### src/rtl/stsi_pkg.sv
`timescale 1ns / 1ps
`default_nettype none
package stsi_pkg;

    localparam int VALUE_W = 32;
    localparam int STATUS_W = 2;
    localparam int POS_W = 4;
    localparam int FILL_W = 5;
    localparam int TABLE_DEPTH_DEF = 16;

    typedef enum logic [STATUS_W-1:0] {
        STATUS_FOUND    = 2'd0,
        STATUS_INSERTED = 2'd1,
        STATUS_FULL     = 2'd2
    } t_status;

endpackage
`default_nettype wire

### src/rtl/stsi_if.sv
`timescale 1ns / 1ps
`default_nettype none
interface stsi_in_if;
    import stsi_pkg::*;

    logic                      valid;
    logic                      ready;
    logic signed [VALUE_W-1:0] value;

    modport source (output valid, output value, input ready);
    modport sink (input valid, input value, output ready);
endinterface

interface stsi_out_if;
    import stsi_pkg::*;

    logic              valid;
    logic              ready;
    t_status           status;
    logic [POS_W-1:0]  position;
    logic [FILL_W-1:0] filled_after;

    modport source (output valid, output status, output position, output filled_after,
                    input ready);
    modport sink (input valid, input status, input position, input filled_after,
                  output ready);
endinterface
`default_nettype wire

### src/rtl/stsi_ram.sv
`timescale 1ns / 1ps
`default_nettype none
module stsi_ram #(
    parameter int DEPTH = 16,
    parameter int AW = 4
) (
    input  wire                               i_clk,
    input  wire                               i_wr_en,
    input  wire  [AW-1:0]                     i_wr_addr,
    input  wire  signed [stsi_pkg::VALUE_W-1:0] i_wr_data,
    input  wire                               i_rd_en,
    input  wire  [AW-1:0]                     i_rd_addr,
    output logic signed [stsi_pkg::VALUE_W-1:0] o_rd_data
);
    import stsi_pkg::*;

    logic signed [VALUE_W-1:0] r_mem [DEPTH];

    always_ff @(posedge i_clk) begin
        if (i_wr_en) begin
            r_mem[i_wr_addr] <= i_wr_data;
        end
    end

    always_ff @(posedge i_clk) begin
        if (i_rd_en) begin
            o_rd_data <= r_mem[i_rd_addr];
        end
    end

endmodule
`default_nettype wire

### src/rtl/sorted_table_search_insert_unit.sv
`timescale 1ns / 1ps
`default_nettype none
// The scan stops at a matching entry, or at a larger entry in a full table; otherwise it runs
// over all n filled entries, n = fill count, at most TABLE_DEPTH. Each entry is handled by a
// memory read, then a compare and write back. One transaction is in flight at a time; the
// next is accepted only once the unit is idle and its registered result has left or leaves
// in the same cycle.
// Reset (synchronous, active low) empties the table; memory contents are not cleared.
module sorted_table_search_insert_unit #(
    parameter int TABLE_DEPTH = stsi_pkg::TABLE_DEPTH_DEF
) (
    input  wire         i_clk,
    input  wire         i_rst_n,
    stsi_in_if.sink     i_in,
    stsi_out_if.source  o_out
);
    import stsi_pkg::*;

    localparam int AW = $clog2(TABLE_DEPTH);
    localparam int CW = $clog2(TABLE_DEPTH + 1);

    localparam logic [1:0] S_IDLE = 2'd0;
    localparam logic [1:0] S_RD   = 2'd1;
    localparam logic [1:0] S_CMP  = 2'd2;

    logic [1:0]                r_state, n_state;
    logic signed [VALUE_W-1:0] r_val, n_val;
    logic signed [VALUE_W-1:0] r_carry, n_carry;
    logic [CW-1:0]             r_idx, n_idx;
    logic [CW-1:0]             r_pos, n_pos;
    logic [CW-1:0]             r_cnt, n_cnt;
    logic                      r_shift, n_shift;
    logic                      r_out_valid, n_out_valid;
    t_status                   r_out_status, n_out_status;
    logic [POS_W-1:0]          r_out_pos, n_out_pos;
    logic [FILL_W-1:0]         r_out_fill, n_out_fill;

    logic                      wr_en;
    logic signed [VALUE_W-1:0] wr_data;
    logic                      rd_en;
    logic signed [VALUE_W-1:0] rd_data;
    logic                      full;
    logic                      in_acc;
    logic                      done;
    t_status                   d_status;
    logic [CW-1:0]             d_pos;
    logic [CW-1:0]             d_cnt;

    stsi_ram #(
        .DEPTH (TABLE_DEPTH),
        .AW    (AW)
    ) u_ram (
        .i_clk     (i_clk),
        .i_wr_en   (wr_en),
        .i_wr_addr (r_idx[AW-1:0]),
        .i_wr_data (wr_data),
        .i_rd_en   (rd_en),
        .i_rd_addr (r_idx[AW-1:0]),
        .o_rd_data (rd_data)
    );

    assign full = (r_cnt == CW'(TABLE_DEPTH));
    assign i_in.ready = (r_state == S_IDLE) && (!r_out_valid || o_out.ready);
    assign in_acc = i_in.valid && i_in.ready;

    assign o_out.valid = r_out_valid;
    assign o_out.status = r_out_status;
    assign o_out.position = r_out_pos;
    assign o_out.filled_after = r_out_fill;

    always_comb begin
        n_state = r_state;
        n_val = r_val;
        n_carry = r_carry;
        n_idx = r_idx;
        n_pos = r_pos;
        n_shift = r_shift;
        wr_en = 1'b0;
        wr_data = r_carry;
        rd_en = 1'b0;
        done = 1'b0;
        d_status = STATUS_FOUND;
        d_pos = r_idx;
        d_cnt = r_cnt;

        unique case (r_state)
            S_IDLE: begin
                if (in_acc) begin
                    n_val = i_in.value;
                    n_idx = '0;
                    n_shift = 1'b0;
                    n_state = S_RD;
                end
            end
            S_RD: begin
                if (r_idx == r_cnt) begin
                    if (r_shift) begin
                        wr_en = 1'b1;
                        done = 1'b1;
                        d_status = STATUS_INSERTED;
                        d_pos = r_pos;
                        d_cnt = r_cnt + 1'b1;
                    end else if (full) begin
                        done = 1'b1;
                        d_status = STATUS_FULL;
                        d_pos = '0;
                    end else begin
                        wr_en = 1'b1;
                        wr_data = r_val;
                        done = 1'b1;
                        d_status = STATUS_INSERTED;
                        d_pos = r_idx;
                        d_cnt = r_cnt + 1'b1;
                    end
                end else begin
                    rd_en = 1'b1;
                    n_state = S_CMP;
                end
            end
            S_CMP: begin
                if (r_shift) begin
                    wr_en = 1'b1;
                    n_carry = rd_data;
                    n_idx = r_idx + 1'b1;
                    n_state = S_RD;
                end else if (rd_data == r_val) begin
                    done = 1'b1;
                    d_status = STATUS_FOUND;
                    d_pos = r_idx;
                end else if (rd_data > r_val) begin
                    if (full) begin
                        done = 1'b1;
                        d_status = STATUS_FULL;
                        d_pos = '0;
                    end else begin
                        wr_en = 1'b1;
                        wr_data = r_val;
                        n_pos = r_idx;
                        n_shift = 1'b1;
                        n_carry = rd_data;
                        n_idx = r_idx + 1'b1;
                        n_state = S_RD;
                    end
                end else begin
                    n_idx = r_idx + 1'b1;
                    n_state = S_RD;
                end
            end
            default: begin
                n_state = S_IDLE;
            end
        endcase

        if (done) begin
            n_state = S_IDLE;
        end
    end

    always_comb begin
        n_cnt = r_cnt;
        n_out_valid = r_out_valid && !o_out.ready;
        n_out_status = r_out_status;
        n_out_pos = r_out_pos;
        n_out_fill = r_out_fill;
        if (done) begin
            n_cnt = d_cnt;
            n_out_valid = 1'b1;
            n_out_status = d_status;
            n_out_pos = POS_W'(d_pos);
            n_out_fill = FILL_W'(d_cnt);
        end
    end

    always_ff @(posedge i_clk) begin
        if (!i_rst_n) begin
            r_state <= S_IDLE;
            r_cnt <= '0;
            r_shift <= 1'b0;
            r_out_valid <= 1'b0;
        end else begin
            r_state <= n_state;
            r_cnt <= n_cnt;
            r_shift <= n_shift;
            r_out_valid <= n_out_valid;
        end
    end

    always_ff @(posedge i_clk) begin
        r_val <= n_val;
        r_carry <= n_carry;
        r_idx <= n_idx;
        r_pos <= n_pos;
        r_out_status <= n_out_status;
        r_out_pos <= n_out_pos;
        r_out_fill <= n_out_fill;
    end

    a_cnt_bound: assert property (@(posedge i_clk) disable iff (!i_rst_n)
        r_cnt <= CW'(TABLE_DEPTH))
        else $error("fill count beyond table depth");

    a_wr_in_range: assert property (@(posedge i_clk) disable iff (!i_rst_n)
        wr_en |-> (r_idx <= r_cnt) && !full)
        else $error("write outside filled range or into full table");

    a_cnt_step: assert property (@(posedge i_clk) disable iff (!i_rst_n)
        ($past(i_rst_n) && (r_cnt != $past(r_cnt))) |->
            (r_cnt == $past(r_cnt) + 1'b1) && $past(done))
        else $error("fill count changed other than by one insertion");

    a_result_from_scan: assert property (@(posedge i_clk) disable iff (!i_rst_n)
        $rose(r_out_valid) |-> ($past(r_state) == S_RD) || ($past(r_state) == S_CMP))
        else $error("result raised outside a scan");

    a_no_accept_busy: assert property (@(posedge i_clk) disable iff (!i_rst_n)
        (r_state != S_IDLE) |-> !i_in.ready)
        else $error("transaction accepted during scan");

endmodule
`default_nettype wire

### src/flat_wrapper.sv
// flat-port wrapper written by rule: the top's interface ports become plain ports
module sorted_table_search_insert_unit_flat import stsi_pkg::*;
#(
    parameter int TABLE_DEPTH = stsi_pkg::TABLE_DEPTH_DEF
)
  (i_clk, i_rst_n, i_in_valid, i_in_value, i_in_ready, o_out_valid, o_out_status, o_out_position, o_out_filled_after, o_out_ready);
  stsi_in_if i_in_i ();
  stsi_out_if o_out_i ();
  input  wire i_clk;
  input  wire i_rst_n;
  input wire logic [$bits(i_in_i.valid)-1:0] i_in_valid;
  input wire logic [$bits(i_in_i.value)-1:0] i_in_value;
  output wire logic [$bits(i_in_i.ready)-1:0] i_in_ready;
  output wire logic [$bits(o_out_i.valid)-1:0] o_out_valid;
  output wire logic [$bits(o_out_i.status)-1:0] o_out_status;
  output wire logic [$bits(o_out_i.position)-1:0] o_out_position;
  output wire logic [$bits(o_out_i.filled_after)-1:0] o_out_filled_after;
  input wire logic [$bits(o_out_i.ready)-1:0] o_out_ready;
  assign i_in_i.valid = i_in_valid;
  assign i_in_i.value = i_in_value;
  assign i_in_ready = i_in_i.ready;
  assign o_out_valid = o_out_i.valid;
  assign o_out_status = o_out_i.status;
  assign o_out_position = o_out_i.position;
  assign o_out_filled_after = o_out_i.filled_after;
  assign o_out_i.ready = o_out_ready;
  sorted_table_search_insert_unit #(.TABLE_DEPTH(TABLE_DEPTH)) u_core (.i_clk(i_clk), .i_rst_n(i_rst_n), .i_in(i_in_i), .o_out(o_out_i));
endmodule
### config.mk
export PLATFORM = sky130hd
export DESIGN_NAME = sorted_table_search_insert_unit_flat
export DESIGN_NICKNAME = d
export VERILOG_FILES = /design/src/rtl/stsi_pkg.sv /design/src/rtl/stsi_if.sv /design/src/rtl/stsi_ram.sv /design/src/rtl/sorted_table_search_insert_unit.sv /design/src/flat_wrapper.sv
export SDC_FILE = /design/constraint.sdc
export NUM_CORES = 1
export LEC_CHECK = 0
export BUFFER_PORTS_ARGS = -buffer_cell sky130_fd_sc_hd__clkbuf_2
export CAP_MARGIN = 0
export CORE_ASPECT_RATIO = 0.6
export CORE_UTILIZATION = 30
export CTS_CLUSTER_DIAMETER = 50
export DETAILED_ROUTE_END_ITERATION = 16
export PLACE_DENSITY_LB_ADDON = 0.25
export SYNTH_ARGS = -nofsm -noshare
export SYNTH_HDL_FRONTEND = slang
export SYNTH_HIERARCHICAL = 1
export SYNTH_SLANG_ARGS = --single-unit
### constraint.sdc
create_clock -name i_clk -period 6.4 [get_ports i_clk]
set_input_delay 0.64 -clock i_clk [delete_from_list [all_inputs] [get_ports i_clk]]
set_output_delay 0.64 -clock i_clk [all_outputs]
set_load 0.1 [all_outputs]
==> metrics.csv, run 1 <==
stage,metric,value,unit
routing,drt_pass1_iterations,5,
final_layout,drive_gt1_frac,0.234,
final_layout,layout.cells.most_common_list,"edfxtp_1, mux4_2, a22oi_1",
global_routing,grt_pass1_wl,95900,um
final_layout,diodes,0,
critical_path,critPathArrivalTime,5.38,ns
floorplan,core-area,83700,um2
critical_path,crit_family,compound AO/OA/AOI/OAI gates,
critical_path,crit_fanout,32,
logic_synthesis,synthArstFlopShare,0,
cts,ctsRootBufferMaster,clkbuf_16,
critical_path,endpoint_kind,register,
logic_synthesis,ys.warnings.count,6,
job,maxCapViolations,0,
critical_path,cp.required,6.62,ns
final_layout,fin_nets,1453,
pwr,seqPwrFrac,0.457,
cts,clkLatencyLatePin,0.63,ns
cts,htree_levels,2,
routing,vias_per_cell,5.06,
routing,vias,12961,
cts,cts_setup_buffers,0,
sta,period_share,0.806,
global_routing,overflow,0,
routing,detail_route.wl_per_cell,25.6,um
cts,cts.sinks,637,
sta,setup-tns-final,0,ns
logic_synthesis,synth_area,25400,um2
floorplan,rows,82,
place,gp_congestion,0.790,
sta,tightest_slew,1.25,ns
logic_synthesis,syn_nets,1370,
logic_synthesis,synth-seq-cells,637,
pwr,pwr-share-clk,0.277,
critical_path,reg2reg_slack,1.24,ns
global_routing,grt_max_degree,53,
routing,wirelength,65600,um
pwr,power.total,0.0127,W
pwr,p_leak,9.29,nW
floorplan,num_io_pins,49,
critical_path,max_stage_delay,0.97,ns
place,dp.cells,2453,
logic_synthesis,synth_flop_cell,edfxtp_1,
cts,cts_resized,0,
critical_path,crit_chain,"inv_1, ha_1, a21o_1, nand3_1, a2111oi_0, o32ai_2, a21boi_2, o21ai_0, a211oi_1, or3b_2, nor2_4",
floorplan,die-area,86000,um2
sta,slew_violations,0,
cts,cts_buffer_depth,3,
logic_synthesis,yosysUniqueCellTypes,56,
routing,drc,0,
global_routing,grt_usage,0.154,
critical_path,crit_path_start_kind,register,
place,dpl.hpwl,39400,um
cts,numCtsBuffers,57,
sta,finalSetupViolCount,0,
final_layout,final_cell_count_no_fill,2559,
place,io_buffers,48,
sta,period_minus_slack,5.16,ns
global_routing,antenna_found_initial,0,
floorplan,start_util,0.304,
pwr,p_per_area,436,nW/um2
outcome,status,"complete, no violations",
cts,cts_tree,built,
logic_synthesis,synth_edf_count,628,
floorplan,die_w,378,um
logic_synthesis,avgSynthCellArea,19.6,um2
pwr,p_int,0.00864,W
sta,finalClockSkew,0.0335,ns
final_layout,final_common_cell,edfxtp_1,
critical_path,cp_num_buf_inv,1,
sta,grt_setup_unrepaired,no,
pwr,p_sw,0.00405,W
cts,hold_buffers,0,
routing,ant_nets,0,
pwr,combPwrFrac,0.266,
floorplan,die_h,228,um
worst_hold_path,hp-class,input port to register,
routing,initialDrtViolationCount,1328,
pwr,vdd_drop_max,0.243,mV
logic_synthesis,netlist_instances,1295,
global_routing,grt_pass1_vias,13393,
final_layout,fillers,7863,
final_layout,post-route-util,0.347,
critical_path,worst-setup-path-type,register to register,
sta,fmax,194,MHz
cts,path_clk_slew,0.07,ns
logic_synthesis,yosysSeqAreaShare,0.749,
sta,hold_violations,0,
critical_path,cpMaxStageDelayCell,nor2_4,
sta,relSlewSlack,0.164,
final_layout,synthToLayoutAreaGrowth,14.4,%
pwr,switching_share,0.319,
area by class of cell:
class | count | area (um2) | share of cell area
Clock buffer | 66 | 1460 | 0.0502
Clock inverter | 40 | 417 | 0.0143
Inverter | 44 | 165 | 0.00568
Multi-Input combinational cell | 553 | 6070 | 0.209
Sequential cell | 637 | 19000 | 0.654
Tap cell | 1134 | 1420 | 0.0488
Timing Repair Buffer | 85 | 518 | 0.0178
power by group through the flow:
stage / logic (W) / clock network [W] / registers [W]
detailed placement: 0.00342 / 0 / 0.00589
finish: 0.00338 / 0.00351 / 0.00580
global placement: 0.00338 / 0 / 0.00587
CTS: 0.00343 / 0.00360 / 0.00580
floorplan: 0.00214 / 0 / 0.00583
global route: 0.00365 / 0.00377 / 0.00583
worst reg2reg max path, stage by stage, from the launching register on:
cell and delay (ns):
edfxtp_1 0.38, inv_1 0.06, ha_1 0.30, a21o_1 0.12
nand3_1 0.22, a2111oi_0 0.77, o32ai_2 0.24, a21boi_2 0.23
o21ai_0 0.10, a211oi_1 0.74, or3b_2 0.62, nor2_4 0.97
synthesized netlist by cell type, types with 11 or more instances:
cell | count | share of area
a21oi_1 | 17 | 0.0033
a221o_1 | 32 | 0.013
a22oi_1 | 96 | 0.028
clkbuf_1 | 28 | 0.0041
edfxtp_1 | 628 | 0.74
ha_1 | 39 | 0.019
inv_1 | 44 | 0.0065
mux4_2 | 128 | 0.11
nand2_1 | 48 | 0.0071
nand3_1 | 15 | 0.0030
nor2_1 | 38 | 0.0056
nor2b_1 | 35 | 0.0086
xnor2_1 | 11 | 0.0038
registers in the layout (all words and copies together) (netlist names):
name / flops
u_core/r_val: 32
u_core/o_out.filled_after: 5
u_core/u_ram/r_mem: 512
u_core/u_ram/o_rd_data: 32
u_core/r_state: 2
u_core/o_out.valid: 1
u_core/o_out.status: 2
u_core/r_carry: 32
u_core/r_shift: 1
u_core/r_cnt: 5
u_core/r_idx: 5
u_core/r_pos: 4
u_core/o_out.position: 4
through the flow:
step	cell area (um2)	setup slack (ns)	hold slack [ns]
floorplan	25400	0.982	0.426
global placement	27200	1.48	0.433
detailed placement	27200	1.35	0.441
CTS	29100	1.33	0.156
global route	29100	0.990	0.159
finish	29100	1.24	0.195
worst paths after layout:
| check | from | end | cells after the start |
|---|---|---|---|
| worst min register to register | u_core/u_ram/o_rd_data[31] | u_core/r_carry[31] | 0 |
| worst max-delay path | u_core/r_val[5] | u_core/u_ram/r_mem[1][16] | 11 |
| worst max register to register | u_core/r_val[5] | u_core/u_ram/r_mem[1][16] | 11 |
| worst min-delay path | i_in_value[24] | u_core/r_val[24] | 1 |
layer usage:
metal | routed length [um] | share of wire | vias up | track usage
li1 | - | - | 5534 | -
met1 | 33000 | 0.50 | 6965 | 0.242
met2 | 28100 | 0.43 | 394 | 0.223
met3 | 3540 | 0.054 | 68 | 0.0263
met4 | 930 | 0.014 | 0 | 0.0283
met5 | 0 | 0 | - | 0
cell families (layout without fill, tap and decap cells):
| family | Yosys count | after routing | share of synthesized area |
|---|---|---|---|
| xor+xnor | 14 | 14 | 0.00482 |
| flops | 637 | 637 | 0.749 |
| fa+ha+maj | 39 | 39 | 0.0192 |
| mux | 130 | 130 | 0.114 |
| compound gates | 188 | 188 | 0.0574 |
| simple gates | 182 | 182 | 0.0369 |
| buf+inv | 105 | 235 | 0.0189 |
Power figures use the tool's default switching activity.
==> inputs of run 2 (changes only) <==
Clock period 6.4 ns to 4.4 ns, I/O delays scaled along.
==> metrics.csv, run 2 (synthesis gave the netlist of run 1 again) <==
stage,metric,value,unit,change
global_routing,grt_pass1_vias,13303,,-0.67%
floorplan,num_io_pins,49,,unchanged
pwr,p_int,0.0128,W,+49%
final_layout,layout.cells.most_common_list,"edfxtp_1, mux4_2, a22oi_1",,
floorplan,die_w,378,um,unchanged
place,dpl.hpwl,39400,um,about the same
sta,tightest_slew,1.09,ns,-0.165 ns
final_layout,final_common_cell,edfxtp_1,,
place,gp_congestion,0.755,,-4.4%
sta,finalSetupViolCount,0,,unchanged
sta,finalClockSkew,0.0289,ns,-0.00461 ns
floorplan,core-area,83700,um2,unchanged
routing,drc,0,,unchanged
global_routing,antenna_found_initial,0,,unchanged
job,maxCapViolations,0,,unchanged
floorplan,rows,82,,unchanged
final_layout,drive_gt1_frac,0.249,,+0.0146
global_routing,grt_pass1_wl,95100,um,-0.91%
final_layout,synthToLayoutAreaGrowth,16.6,%,
routing,initialDrtViolationCount,1282,,-3.5%
cts,cts_resized,0,,unchanged
floorplan,die_h,228,um,unchanged
worst_hold_path,hp-class,input port to register,,
routing,ant_nets,0,,unchanged
final_layout,diodes,0,,unchanged
sta,slew_violations,0,,unchanged
critical_path,crit_path_start_kind,register,,
pwr,p_sw,0.00590,W,+46%
final_layout,largest-register,u_core/u_ram/r_mem,,
cts,cts_tree,built,,
cts,cts.sinks,637,,unchanged
final_layout,fin_nets,1496,,+3.0%
floorplan,start_util,0.304,,unchanged
final_layout,largest_reg_flops,512,,unchanged
floorplan,die-area,86000,um2,unchanged
critical_path,crit_fanout,21,,-34%
pwr,vdd_drop_max,0.450,mV,+85%
cts,htree_levels,2,,unchanged
routing,vias,13164,,+1.6%
critical_path,worst-setup-path-type,register to register,,
final_layout,fillers,7856,,-0.089%
sta,fmax,237,MHz,+23%
routing,wirelength,65900,um,+0.37%
pwr,combPwrFrac,0.276,,+0.010
sta,hold_violations,0,,unchanged
outcome,status,"complete, no violations",,
routing,detail_route.wl_per_cell,25.3,um,-1.2%
sta,hold_slack,0.0351,ns,-0.160 ns
sta,setup-tns-final,0,ns,unchanged
sta,period_minus_slack,4.21,ns,-0.948 ns
sta,grt_setup_unrepaired,no,,
routing,drt_pass1_iterations,5,,unchanged
routing,vias_per_cell,5.06,,about the same
critical_path,cp.required,4.66,ns,-1.96 ns
global_routing,overflow,0,,unchanged
pwr,switching_share,0.315,,-0.00430
pwr,p_leak,9.53,nW,+2.6%
cts,numCtsBuffers,58,,+1.8%
global_routing,grt_usage,0.154,,about the same
place,io_buffers,48,,unchanged
critical_path,endpoint_kind,register,,
pwr,seqPwrFrac,0.449,,-0.008
sta,period_share,0.957,,+0.151
cts,cts_buffer_depth,3,,unchanged
cts,ctsRootBufferMaster,clkbuf_16,,
critical_path,critPathArrivalTime,4.48,ns,-0.90 ns
cts,path_clk_slew,0.07,ns,about the same
pwr,pwr-share-clk,0.276,,about the same
cts,clkLatencyLatePin,0.62,ns,about the same
sta,relSlewSlack,0.275,,+0.111
pwr,p_per_area,632,nW/um2,+45%
global_routing,grt_max_degree,91,,+72%
## run 2: what timing repair did
action | in CTS | in global routing
setup buffers | 0 | 0
endpoints found under the hold margin | 10 | 0
hold buffers | 10 | 0
## run 2: per-layer routing
layer  vias up  GRT usage  share of wire  routed length, um
met5         -          0              0                  0
met4         0     0.0285          0.016               1070
met3        73     0.0359          0.072               4740
met2       436      0.214           0.41              26900
met1      7035      0.243           0.50              33200
li1       5620          -              -                  -
## run 2: power by group through the flow
| stage | clock network, W | registers, W | logic [W] |
|---|---|---|---|
| 2_1_floorplan | 0 | 0.00849 | 0.00312 |
| 3_3_place_gp | 0 | 0.00851 | 0.00512 |
| 3_5_place_dp | 0 | 0.00853 | 0.00517 |
| 4_1_cts | 0.00529 | 0.00840 | 0.00519 |
| 5_1_grt | 0.00551 | 0.00844 | 0.00557 |
| 6_report | 0.00516 | 0.00841 | 0.00516 |
## run 2: final timing paths
| path | from | depth (start not counted) | slack (ns) | endpoint |
|---|---|---|---|---|
| hold reg to reg | u_core/u_ram/o_rd_data[25] | 0 | 0.46 | u_core/r_carry[25] |
| hold / removal | i_in_value[28] | 1 | 0.04 | u_core/r_val[28] |
| setup / recovery | u_core/r_val[31] | 11 | 0.19 | u_core/u_ram/r_mem[0][29] |
| setup reg to reg | u_core/r_val[31] | 11 | 0.19 | u_core/u_ram/r_mem[0][29] |
## run 2: final cells by class
| type | instances | area [um2] | area share |
|---|---|---|---|
| clock inverter | 35 | 354 | 0.0119 |
| clock buffer | 70 | 1560 | 0.0526 |
| timing repair buffer | 127 | 1020 | 0.0344 |
| multi-input combinational | 553 | 6100 | 0.206 |
| inverter | 44 | 165 | 0.00557 |
| tap | 1134 | 1420 | 0.0478 |
| sequential | 637 | 19000 | 0.642 |
## run 2: metrics by stage
stage	setup slack (ns)	instances	cell area, um2	util	total power (W)
2_1_floorplan	-0.166	1295	25500	-	0.0116
3_3_place_gp	0.287	2485	27600	0.330	0.0136
3_5_place_dp	0.240	2485	27600	0.330	0.0137
4_1_cts	0.216	2600	29700	0.354	0.0189
5_1_grt	0.0218	2600	29700	0.354	0.0195
6_report	0.188	2600	29700	0.354	0.0187
## run 2: critical path: stages (launching register included)
cell and delay (ns):
edfxtp_1 0.38, inv_1 0.07, ha_1 0.48, and4_1 0.35, nor4b_4 0.47, o32ai_2 0.20
a21boi_2 0.23, o21ai_0 0.11, a211oi_1 0.40, or3b_2 0.62, nor3_4 0.17, buf_4 0.36
==> inputs of run 3 (changes only) <==
Settings changed: CORE_ASPECT_RATIO 0.6 to 1.75.
==> metrics.csv, run 3 (synthesis gave the netlist of run 1 again) <==
stage,metric,value,unit,change
final_layout,fillers,7624,,-3.0%
worst_hold_path,hp-class,input port to register,,
final_layout,fin_nets,1496,,unchanged
pwr,p_sw,0.00584,W,-1.0%
floorplan,die-area,86000,um2,about the same
critical_path,worstSetupStartpoint,u_core/u_ram/o_rd_data[13],,
global_routing,overflow,0,,unchanged
routing,drt_pass1_iterations,5,,unchanged
pwr,p_per_area,630,nW/um2,-0.22%
routing,drc,0,,unchanged
global_routing,grt_max_degree,140,,+54%
final_layout,largest_reg_flops,512,,unchanged
sta,hold_violations,0,,unchanged
pwr,pwr-share-clk,0.288,,+0.012
critical_path,crit_path_start_kind,register,,
place,postPlaceCellArea,27600,um2,-0.21%
floorplan,core-area,83600,um2,-0.20%
floorplan,die_h,387,um,+70%
final_layout,layout.cells.most_common_list,"edfxtp_1, mux4_2, a22oi_1",,
pwr,p_int,0.0129,W,+0.82%
critical_path,crit_fanout,12,,-43%
pwr,power.total,0.0188,W,+0.24%
place,io_buffers,48,,unchanged
sta,period_minus_slack,4.25,ns,+0.0348 ns
routing,vias_per_cell,5.18,,+2.2%
final_layout,largest-register,u_core/u_ram/r_mem,,
job,maxCapViolations,0,,unchanged
routing,initialDrtViolationCount,1349,,+5.2%
worst_hold_path,min-delay-start,i_in_value[26],,
global_routing,grt_pass1_vias,14069,,+5.8%
cts,clkLatencyLatePin,0.65,ns,+0.03 ns
global_routing,antenna_found_initial,1,,+1
pwr,switching_share,0.311,,-0.00400
routing,wirelength,69300,um,+5.3%
cts,cts_buffer_depth,3,,unchanged
pwr,p_leak,9.61,nW,+0.85%
routing,ant_nets,0,,unchanged
outcome,status,"complete, no violations",,
cts,cts.sinks,637,,unchanged
sta,tightest_slew,1.07,ns,-0.0136 ns
place,gp_congestion,0.802,,+6.2%
floorplan,start_util,0.304,,+0.000600
critical_path,critPathArrivalTime,4.57,ns,+0.09 ns
pwr,seqPwrFrac,0.449,,about the same
final_layout,diodes,0,,unchanged
sta,fmax,235,MHz,-0.82%
cts,ctsRootBufferMaster,clkbuf_16,,
critical_path,cp.required,4.73,ns,+0.07 ns
place,dpl.hpwl,41400,um,+5.1%
global_routing,grt_pass1_wl,100000,um,+5.3%
cts,numCtsBuffers,59,,+1.7%
final_layout,final_cell_area,29800,um2,+0.45%
final_layout,synthToLayoutAreaGrowth,17.1,%,
floorplan,num_io_pins,49,,unchanged
pwr,vdd_drop_max,0.403,mV,-10%
sta,finalSetupViolCount,0,,unchanged
sta,setup_ws,0.153,ns,-0.0348 ns
sta,relSlewSlack,0.267,,-0.00787
sta,period_share,0.965,,+0.00791
final_layout,final_common_cell,edfxtp_1,,
critical_path,endpoint_kind,register,,
critical_path,worst-setup-path-type,register to register,,
pwr,combPwrFrac,0.262,,-0.014
critical_path,r2r_start,u_core/u_ram/o_rd_data[13],,
sta,slew_violations,0,,unchanged
sta,finalClockSkew,0.0237,ns,-0.00516 ns
routing,detail_route.wl_per_cell,27.3,um,+7.9%
final_layout,drive_gt1_frac,0.249,,+0.000513
cts,htree_levels,2,,unchanged
global_routing,grt_usage,0.162,,+0.00776
place,place_ws,0.193,ns,-0.0467 ns
cts,path_clk_slew,0.07,ns,about the same
routing,vias,13128,,-0.27%
cts,cts_tree,built,,
floorplan,rows,140,,+71%
floorplan,die_w,222,um,-41%
==> run 3: cell types whose count changed in the layout (fill, tap and decap cells not counted), moves of 4 or more <==
| cell | change |
|---|---|
| clkinvlp_4 | -4 |
| clkinv_2 | +6 |
| buf_4 | -13 |
| buf_12 | +7 |
| dlygate4sd3_1 | +5 |
| bufinv_16 | +4 |
==> run 3: power groups by stage <==
stage               Clock (W)  Sequential, W  Combinational [W]
detailed placement          0        0.00856            0.00498
finish                0.00542        0.00844            0.00492
global route          0.00574        0.00847            0.00533
CTS                   0.00555        0.00844            0.00501
global placement            0        0.00855            0.00493
floorplan                   0        0.00849            0.00312
==> run 3: worst paths after layout <==
check                                           endpoint  slack [ns]  depth (start not counted)
worst min-delay path                    u_core/r_val[26]        0.01                          1
worst min register to register         u_core/r_carry[5]        0.46                          0
worst max-delay path            u_core/u_ram/r_mem[0][2]        0.15                         12
worst max register to register  u_core/u_ram/r_mem[0][2]        0.15                         12
==> run 3: final cells by class <==
| type | count | area (um2) | share of cell area |
|---|---|---|---|
| flip-flops and latches | 637 | 19000 | 0.639 |
| multi-input cells | 553 | 6100 | 0.205 |
| clock buffers | 68 | 1510 | 0.0507 |
| well taps | 1065 | 1330 | 0.0447 |
| repair buffers | 126 | 1110 | 0.0374 |
| clock inverters | 43 | 526 | 0.0176 |
| inverters | 44 | 165 | 0.00554 |
==> run 3: per-stage QoR <==
step                cells   util  setup TNS (ns)  hold slack (ns)
floorplan            1295      -          -15.97            0.426
global placement     2408  0.330               0            0.436
detailed placement   2408  0.330               0            0.440
CTS                  2534  0.356               0         0.000656
global route         2536  0.357          -0.826          0.00563
finish               2536  0.357               0           0.0146
==> run 3: repair_timing <==
item	CTS	global route
gates resized for setup	0	1
buffers inserted	0	2
endpoints found under the hold margin	15	0
hold buffers	15	0
setup endpoints to repair	0	182
==> run 3: metal layers <==
metal | vias up | track usage | share of wire
met5 | - | 0 | 0
met4 | 0 | 0.0515 | 0.028
met3 | 98 | 0.0214 | 0.040
met2 | 369 | 0.303 | 0.55
met1 | 7052 | 0.188 | 0.38
li1 | 5609 | - | -
==> run 3: critical path, stage by stage, from the launching register on <==
cell and delay [ns]:
edfxtp_1 0.42, ha_1 0.33, nand4_1 0.24, nor4_2 0.41, a21boi_1 0.30, o32ai_2 0.16, a21boi_2 0.24, o21ai_0 0.10
a211oi_1 0.43, buf_4 0.21, or3b_2 0.58, nor3_4 0.21, buf_4 0.29
